[config.mk]
export PLATFORM = sky130hd
export DESIGN_NAME = qlu_update
export DESIGN_NICKNAME = d
export VERILOG_FILES = /design/src/rtl/core/qlu_pkg.sv /design/src/rtl/core/qlu_update.sv
export SDC_FILE = /design/constraint.sdc
export NUM_CORES = 1
export LEC_CHECK = 0
export BUFFER_PORTS_ARGS = -buffer_cell sky130_fd_sc_hd__clkbuf_2
export CAP_MARGIN = 10
export CORE_MARGIN = 2
export CORE_UTILIZATION = 70
export CTS_CLUSTER_DIAMETER = 30
export DETAILED_ROUTE_END_ITERATION = 7
export GPL_ROUTABILITY_DRIVEN = 1
export MAX_ROUTING_LAYER = met4
export PLACE_DENSITY = 0.9
export SLEW_MARGIN = 20
export SYNTH_ARGS = -nofsm -noshare
export SYNTH_HDL_FRONTEND = slang
export SYNTH_SLANG_ARGS = --single-unit
[constraint.sdc]
create_clock -name clk -period 15.1 [get_ports clk]
set_clock_uncertainty 0.15 [all_clocks]
set_input_delay 3.02 -clock clk [delete_from_list [all_inputs] [get_ports clk]]
set_output_delay 3.02 -clock clk [all_outputs]
set_load 0.01 [all_outputs]
[src/rtl/core/qlu_pkg.sv]
// ============================================================================
// qlu_pkg
// Shared types, constants and helper functions of the Q-learning update unit
// ============================================================================
`timescale 1ns / 1ps
`default_nettype none

package qlu_pkg;

    localparam int NUM_STATES  = 256;
    localparam int NUM_ACTIONS = 4;
    localparam int VALUE_W     = 16;
    localparam int STATE_W     = $clog2(NUM_STATES);
    localparam int ACTION_W    = $clog2(NUM_ACTIONS);
    localparam int ROW_W       = NUM_ACTIONS * VALUE_W;

    localparam int RATE_W      = 9;
    localparam int THRESH_W    = 16;
    localparam int RATE_FRAC   = 8;
    localparam int RATE_ONE    = 1 << RATE_FRAC;

    localparam int CFG_INDEX_W = 2;
    localparam int CFG_DATA_W  = 16;

    localparam int GV_W        = VALUE_W + RATE_W + 1;
    localparam int D_W         = VALUE_W + RATE_W + 1;
    localparam int PROD_W      = D_W + RATE_W + 1;
    localparam int STEP_W      = PROD_W - 2 * RATE_FRAC;
    localparam int SUM_W       = STEP_W + 1;

    localparam logic [RATE_W-1:0]   LEARNING_RATE_RST     = RATE_W'(26);
    localparam logic [RATE_W-1:0]   DISCOUNT_RST          = RATE_W'(230);
    localparam logic [THRESH_W-1:0] EXPLORE_THRESHOLD_RST = THRESH_W'(6554);

    typedef enum logic [CFG_INDEX_W-1:0] {
        CFG_LEARNING_RATE     = 2'd0,
        CFG_DISCOUNT          = 2'd1,
        CFG_EXPLORE_THRESHOLD = 2'd2,
        CFG_LEARN_MODE        = 2'd3
    } cfg_index_t;

    typedef enum logic {
        CMD_START = 1'b0,
        CMD_STEP  = 1'b1
    } command_t;

    typedef enum logic {
        MODE_QLEARN = 1'b0,
        MODE_SARSA  = 1'b1
    } learn_mode_t;

    typedef enum logic [2:0] {
        ST_IDLE,
        ST_READ,
        ST_EVAL,
        ST_SCALE,
        ST_WRITE,
        ST_OUT
    } state_t;

    typedef logic signed [VALUE_W-1:0]              value_t;
    typedef logic [NUM_ACTIONS-1:0][VALUE_W-1:0]    row_t;
    typedef logic [STATE_W-1:0]                     state_idx_t;
    typedef logic [ACTION_W-1:0]                    action_t;

    typedef struct packed {
        logic                  command;
        logic [7:0]            state_index;
        logic signed [15:0]    reward;
        logic [15:0]           explore_draw;
        logic [1:0]            random_action;
    } in_item_t;

    typedef struct packed {
        logic [1:0]            chosen_action;
        logic                  explored;
        logic signed [15:0]    updated_value;
    } out_item_t;

    typedef struct packed {
        logic rd_en;
        logic wr_en;
    } mem_ctrl_t;

    typedef struct packed {
        logic load_gv;
        logic load_prod;
    } upd_ctrl_t;

    // lowest index among the maximal entries
    function automatic action_t greedy_action(input row_t row);
        action_t best;
        value_t  best_val;
        best     = '0;
        best_val = $signed(row[0]);
        for (int j = 1; j < NUM_ACTIONS; j++)
        begin
            if ($signed(row[j]) > best_val)
            begin
                best_val = $signed(row[j]);
                best     = ACTION_W'(j);
            end
        end
        return best;
    endfunction

    function automatic logic [RATE_W-1:0] clamp_rate(input logic [RATE_W-1:0] rate);
        return (rate > RATE_W'(RATE_ONE)) ? RATE_W'(RATE_ONE) : rate;
    endfunction

endpackage

`default_nettype wire

[src/rtl/core/qlu_update.sv]
// ============================================================================
// qlu_update
// Temporal-difference arithmetic: gamma*V, alpha*(r + gamma*V - q),
// rounding to the nearest Q8.8 step and saturation of the new value
// ============================================================================
`timescale 1ns / 1ps
`default_nettype none

module qlu_update (
    input  wire logic                      clk,
    input  wire qlu_pkg::upd_ctrl_t        ctrl,
    input  wire qlu_pkg::value_t           target_value,
    input  wire qlu_pkg::value_t           q_value,
    input  wire qlu_pkg::value_t           reward,
    input  wire logic [qlu_pkg::RATE_W-1:0] alpha,
    input  wire logic [qlu_pkg::RATE_W-1:0] gamma,
    output qlu_pkg::value_t                new_value
);
    import qlu_pkg::*;

    localparam logic signed [VALUE_W-1:0] VMAX = {1'b0, {(VALUE_W-1){1'b1}}};
    localparam logic signed [VALUE_W-1:0] VMIN = {1'b1, {(VALUE_W-1){1'b0}}};
    localparam logic signed [PROD_W-1:0]  ROUND_HALF = PROD_W'(1) <<< (2 * RATE_FRAC - 1);

    logic signed [GV_W-1:0]   gamma_ext;
    logic signed [GV_W-1:0]   target_ext;
    logic signed [GV_W-1:0]   gv_next;
    logic signed [GV_W-1:0]   gv_reg;
    value_t                   q_reg;
    logic signed [D_W-1:0]    delta;
    logic signed [PROD_W-1:0] alpha_ext;
    logic signed [PROD_W-1:0] delta_ext;
    logic signed [PROD_W-1:0] prod_next;
    logic signed [PROD_W-1:0] prod_reg;
    logic signed [PROD_W-1:0] biased;
    logic signed [STEP_W-1:0] step;
    logic signed [SUM_W-1:0]  sum;

    assign gamma_ext  = GV_W'(signed'({1'b0, gamma}));
    assign target_ext = GV_W'(target_value);
    assign gv_next    = gamma_ext * target_ext;

    assign delta = (D_W'(reward) <<< RATE_FRAC) + D_W'(gv_reg) - (D_W'(q_reg) <<< RATE_FRAC);

    assign alpha_ext = PROD_W'(signed'({1'b0, alpha}));
    assign delta_ext = PROD_W'(delta);
    assign prod_next = alpha_ext * delta_ext;

    always_ff @(posedge clk)
    begin
        if (ctrl.load_gv)
        begin
            gv_reg <= gv_next;
            q_reg  <= q_value;
        end
        if (ctrl.load_prod)
        begin
            prod_reg <= prod_next;
        end
    end

    // floor of (prod + half) / 2^16
    assign biased = prod_reg + ROUND_HALF;
    assign step   = biased[PROD_W-1:2*RATE_FRAC];
    assign sum    = SUM_W'(step) + SUM_W'(q_reg);

    always_comb
    begin
        if (sum > SUM_W'(VMAX))
        begin
            new_value = VMAX;
        end
        else if (sum < SUM_W'(VMIN))
        begin
            new_value = VMIN;
        end
        else
        begin
            new_value = sum[VALUE_W-1:0];
        end
    end

endmodule

`default_nettype wire

==> results of run 1 <==
==> placed cells by master, fill, tap and decap left out, drive strengths merged, types with 7 or more instances in the layout <==
master / n
inv: 429
fa: 330
and2: 220
nand2: 193
ha: 180
clkbuf: 93
xnor2: 73
edfxtp: 63
a21oi: 56
o21ai: 46
nor2: 41
xor2: 39
a21o: 33
nand3: 25
nor2b: 16
and3: 14
nor3: 13
nand2b: 13
o21bai: 12
nand4: 12
o21a: 10
a31oi: 8
a211oi: 8
or3: 7
==> through the flow <==
step | area (µm²) | std cells | utilization | worst slack, ns | hold WS, ns
2_1_floorplan | 17900 | 1929 | - | 4.50 | 0.954
3_3_place_gp | 18600 | 2309 | 0.740 | 3.83 | 1.31
3_5_place_dp | 18600 | 2309 | 0.740 | 3.59 | 1.34
4_1_cts | 18900 | 2325 | 0.752 | 3.92 | 1.36
5_1_grt | 18900 | 2325 | 0.752 | 3.37 | 1.43
6_report | 18900 | 2325 | 0.752 | 3.83 | 1.36
==> cell type report <==
type	count	area, µm²	share of cell area
Multi-Input combinational cell	1400	14200	0.753
Sequential cell	63	1890	0.100
Clock inverter	7	87.6	0.00464
Clock buffer	9	225	0.0119
Tap cell	330	413	0.0219
Inverter	429	1610	0.0852
Timing Repair Buffer	87	443	0.0234
==> critical path, delay by kind of cell <==
family / cells / cell delay (ns)
buffers and inverters: 6 / 0.32
adders and majority gates: 8 / 3.80
and+or+nand+nor: 9 / 1.98
AOI/OAI and AO/OA: 7 / 1.46
xor gates and xnor gates: 1 / 0.58
==> cells by family after synthesis <==
group / share of synthesized area
adders and majority gates: 0.496
DFF: 0.106
xor gates and xnor gates: 0.0549
and+or+nand+nor: 0.164
muxes: 0.00168
buffers and inverters: 0.0984
AOI/OAI and AO/OA: 0.0793
==> layer usage <==
metal | vias to the layer above | GRT usage | wire length (µm)
li1 | 6099 | - | -
met5 | - | - | 0
met4 | 0 | 0.100 | 1060
met3 | 100 | 0.0399 | 2920
met1 | 6710 | 0.403 | 15200
met2 | 585 | 0.571 | 20500
==> cells in the mapped netlist, types with 12 or more instances <==
master / n
o21ai_0: 38
o21bai_1: 12
nand4_1: 12
clkbuf_1: 33
edfxtp_1: 63
ha_1: 180
a21o_1: 33
nand3_1: 25
nand2b_1: 13
inv_1: 429
nor3_1: 13
and3_1: 14
and2_1: 220
fa_1: 330
xnor2_1: 73
nand2_1: 192
a21oi_1: 56
nor2b_1: 16
xor2_1: 39
nor2_1: 40
==> how the worst min path moves through the flow <==
stage	end	start	slack [ns]	depth (start not counted)
floorplan	prod_reg[15]$_DFFE_PP_	gv_reg[1]$_DFFE_PP_	0.95	6
global placement	prod_reg[35]$_DFFE_PP_	gv_reg[25]$_DFFE_PP_	1.31	6
detailed placement	prod_reg[35]$_DFFE_PP_	gv_reg[25]$_DFFE_PP_	1.34	6
CTS	prod_reg[35]$_DFFE_PP_	gv_reg[25]$_DFFE_PP_	1.36	6
global route	prod_reg[35]$_DFFE_PP_	gv_reg[25]$_DFFE_PP_	1.43	6
finish	prod_reg[35]$_DFFE_PP_	gv_reg[25]$_DFFE_PP_	1.36	6
==> results.toml, run 1 <==
[outcome]
run_status = "finished clean"

[grt]
grt_pass1_vias = 14628
groute.usage.overall = 0.328
grt_max_degree = 43
antenna_found_initial = 0
grt_pass1_wl_um = 68100
grt.overflow.total = 0

[placed_design]
portBuffers = 84
dpl.hpwl_um = 33000
gp_congestion = 1.04

[worst_setup_path]
cp_slowest_cell = "xnor2_1"
critPathCaptureType = "register"
r2r-end = "prod_reg[31]$_DFFE_PP_"
reg2reg_from = "gv_reg[1]$_DFFE_PP_"
crit_top_cell = "fa_1"
cp.arrival_ns = 11.17
cp_slowest_stage_delay_ns = 0.58
r2r_slack_ns = 6.14
reg2reg_depth = 29
critPathCapture = "prod_reg[31]$_DFFE_PP_"
worstPathRequired_ns = 15.00
critPathMaxFanout = 9
crit_type = "in2reg"
critical_path.startpoint = "reward[0]"
start_kind = "primary input"

[detailed_routing]
drc = 0
viasPerCell = 5.80
vias = 13494
drt_iter0_drc = 1224
wl_um = 39700
wl_per_cell_um = 17.1
route.antenna.remaining_nets = 0
drt-pass1-iter-count = 5

[cts]
cts-root-buf = "clkbuf_16"
cts.sinks = 63
path_clk_slew_ns = 0.06
post_cts_buffers = 0
cts_htree_levels = 3
clkLatencyLatePin_ns = 0.34
cts_resized = 0
cts.path.max_buffers = 2
cts_buffers = 9
cts_tree = "yes"
ctsHoldBuffers = 0

[timing]
hold_viol = 0
fin_crit_ns = 11.27
fin_tns_setup_ns = 0
fin_crit_sh = 0.747
rsz0062_at_grt = "false"
slew_headroom = 0.320
timing_max_transition_violations_final = 0
finalSetupViolCount = 0
clock.fmax_mhz = 88.7
worst_slew_pin_slew_ns = 1.01

[cells_and_area]
final_layout_size_suffix_gt1_frac = 0.0571
antenna_cells = 0
nets = 2569
fill_cells = 1710
largest_reg_flops = 26
area_delta_synth_final_pct = 5.71

[die]
die_area_um2 = 26800
start_util = 0.712
die_y_um = 164
coreArea_um2 = 25100
fp-row-count = 58
die_w_um = 164
ios = 85

[logic_synthesis]
synth.largest_area_cell = "fa_1"
ys_async_sr_fraction = 0
synthesis.nets = 2508
synth_edf_count = 63
yosys.cell_types.count = 61
synthCells = 1929
synth_area_um2 = 17900
syn_area_per_cell_um2 = 9.26
ys_ff_latch = 63
ys_seq_area_frac = 0.106
yosys_warnings = 0
ys_dominant_reg_cell = "edfxtp_1"
synth.area.top_cells = "fa_1, ha_1, edfxtp_1, inv_1, and2_1"
synth_top_area_share = 0.370

[worst_hold_path]
min_path_type = "reg2reg"

[job]
drv_cap = 0
Power of run 1 is not shown: default switching activity piles up to over one toggle a cycle in this logic, so the estimate is an artifact.
==> run 2: changes to the inputs <==
- CORE_UTILIZATION: 70 -> 59
- PLACE_DENSITY: 0.9 -> 0.81
- clock period: 15.1 -> 9.4 ns (I/O delays scaled with it)
==> run 2 against run 1 <==
  * Global-route usage is 5.2 points lower
  * First-iteration DRC count is 47% lower
  * Non-clock buffer count is 116 higher
  * Setup slack worse by 3.7 ns
  * Count of clock-buffer cells in the layout is 2 higher
  * Final cell count is 7.6% higher
  * Critical path type unchanged
  * Register-to-register slack worse by 4.9 ns
  * Utilization is 7.7 points lower
  * Design area is 6.3% higher
==> results.toml, run 2 (synthesis results as in run 1) <==
[worst_setup_path]
cp_slowest_stage_delay_ns = 0.66
crit_type = "in2reg"
start_kind = "primary input"
cp_slowest_cell = "fa_2"
worstPathRequired_ns = 9.41
cp.arrival_ns = 9.27
critPathMaxFanout = 6
crit_top_cell = "fa_1"
critPathCaptureType = "register"

[placed_design]
gp_congestion = 1.05
portBuffers = 84
dpl.hpwl_um = 33400

[cts]
clkLatencyLatePin_ns = 0.33
cts_buffers = 9
cts_htree_levels = 3
cts.path.max_buffers = 2
path_clk_slew_ns = 0.05
cts_tree = "yes"
cts-root-buf = "clkbuf_16"
ctsHoldBuffers = 0
cts.sinks = 63

[timing]
worst_slew_pin_slew_ns = 0.988
timing_max_transition_violations_final = 0
rsz0062_at_grt = "true"
slew_headroom = 0.341
hold_ws_ns = 1.33
clock.fmax_mhz = 108
finalSetupViolCount = 0
hold_viol = 0
fin_crit_sh = 0.986
fin_crit_ns = 9.26

[grt]
groute.usage.overall = 0.275
met1_usage = 0.355
antenna_found_initial = 0
grt_pass1_wl_um = 68100
grt_pass1_vias = 14555
grt_max_degree = 43
grt.overflow.total = 0
top_usage_layer = "met2"
met3_usage = 0.0269
gr-usage-met2 = 0.472

[detailed_routing]
wl_per_cell_um = 15.9
drt-pass1-iter-count = 5
viasPerCell = 5.39
wl_um = 39700
vias = 13485
drt_iter0_drc = 645
route.antenna.remaining_nets = 0
drc = 0

[die]
coreArea_um2 = 29700
start_util = 0.601
die_y_um = 178
die_w_um = 178
ios = 85
die_area_um2 = 31700
fp-row-count = 63

[cells_and_area]
antenna_cells = 0
mostFrequentLayoutCells = "inv_1, fa_1, and2_1, nand2_1, ha_1"
area_delta_synth_final_pct = 12.3
nets = 2685
fin_util = 0.675
layout_commonest_cell = "inv_1"
largest_reg_flops = 26
final_layout_size_suffix_gt1_frac = 0.131

[job]
drv_cap = 0

[outcome]
run_status = "finished clean"

[worst_hold_path]
min_path_type = "reg2reg"
==> run 2: worst paths after layout <==
path	from	endpoint	slack (ns)	cells after the start
worst min-delay path	gv_reg[0]$_DFFE_PP_	prod_reg[15]$_DFFE_PP_	1.33	6
worst max-delay path	reward[0]	prod_reg[35]$_DFFE_PP_	0.14	31
worst max register to register	gv_reg[1]$_DFFE_PP_	prod_reg[35]$_DFFE_PP_	1.28	33
worst min register to register	gv_reg[0]$_DFFE_PP_	prod_reg[15]$_DFFE_PP_	1.33	6
==> run 2: routing by layer <==
metal  part of all wire  vias to the layer above  wire [µm]
met2               0.50                      389      19900
met5                  0                        -          0
li1                   -                     6345          -
met3              0.055                       68       2190
met4              0.020                        0        803
met1               0.42                     6683      16800
==> run 2: area by class of cell <==
type                    count  area (µm²)
inverters                 429        1610
repair buffers            203        1340
clock buffers              11         233
flip-flops and latches     63        1890
fillers                  2280        9650
well taps                 390         488
multi-input cells        1400       14500
clock inverters             5        25.0
==> run 2: metrics by stage <==
step / instance area (µm²) / setup slack [ns] / cells / setup TNS, ns
after floorplan: 17900 / 0.00933 / 1929 / 0
after global placement: 19500 / -0.250 / 2475 / -0.756
after detailed placement: 19500 / -0.495 / 2475 / -2.77
after CTS: 19800 / 0.0278 / 2491 / 0
after global routing: 20100 / -0.104 / 2501 / -0.354
final: 20100 / 0.136 / 2501 / 0
==> run 2: critical path: cells and delay by family <==
family	cells	cell delay, ns
adders and majority gates	8	3.64
AOI/OAI and AO/OA	7	1.09
and+or+nand+nor	7	1.82
xor gates and xnor gates	1	0.23
buffers and inverters	8	0.59
==> run 2: timing repair <==
action,CTS,global route
setup endpoints to repair,4,14
resized for setup,8,54
setup buffers,0,10
pin swaps,0,49
Power of run 2 is left out for the same reason.
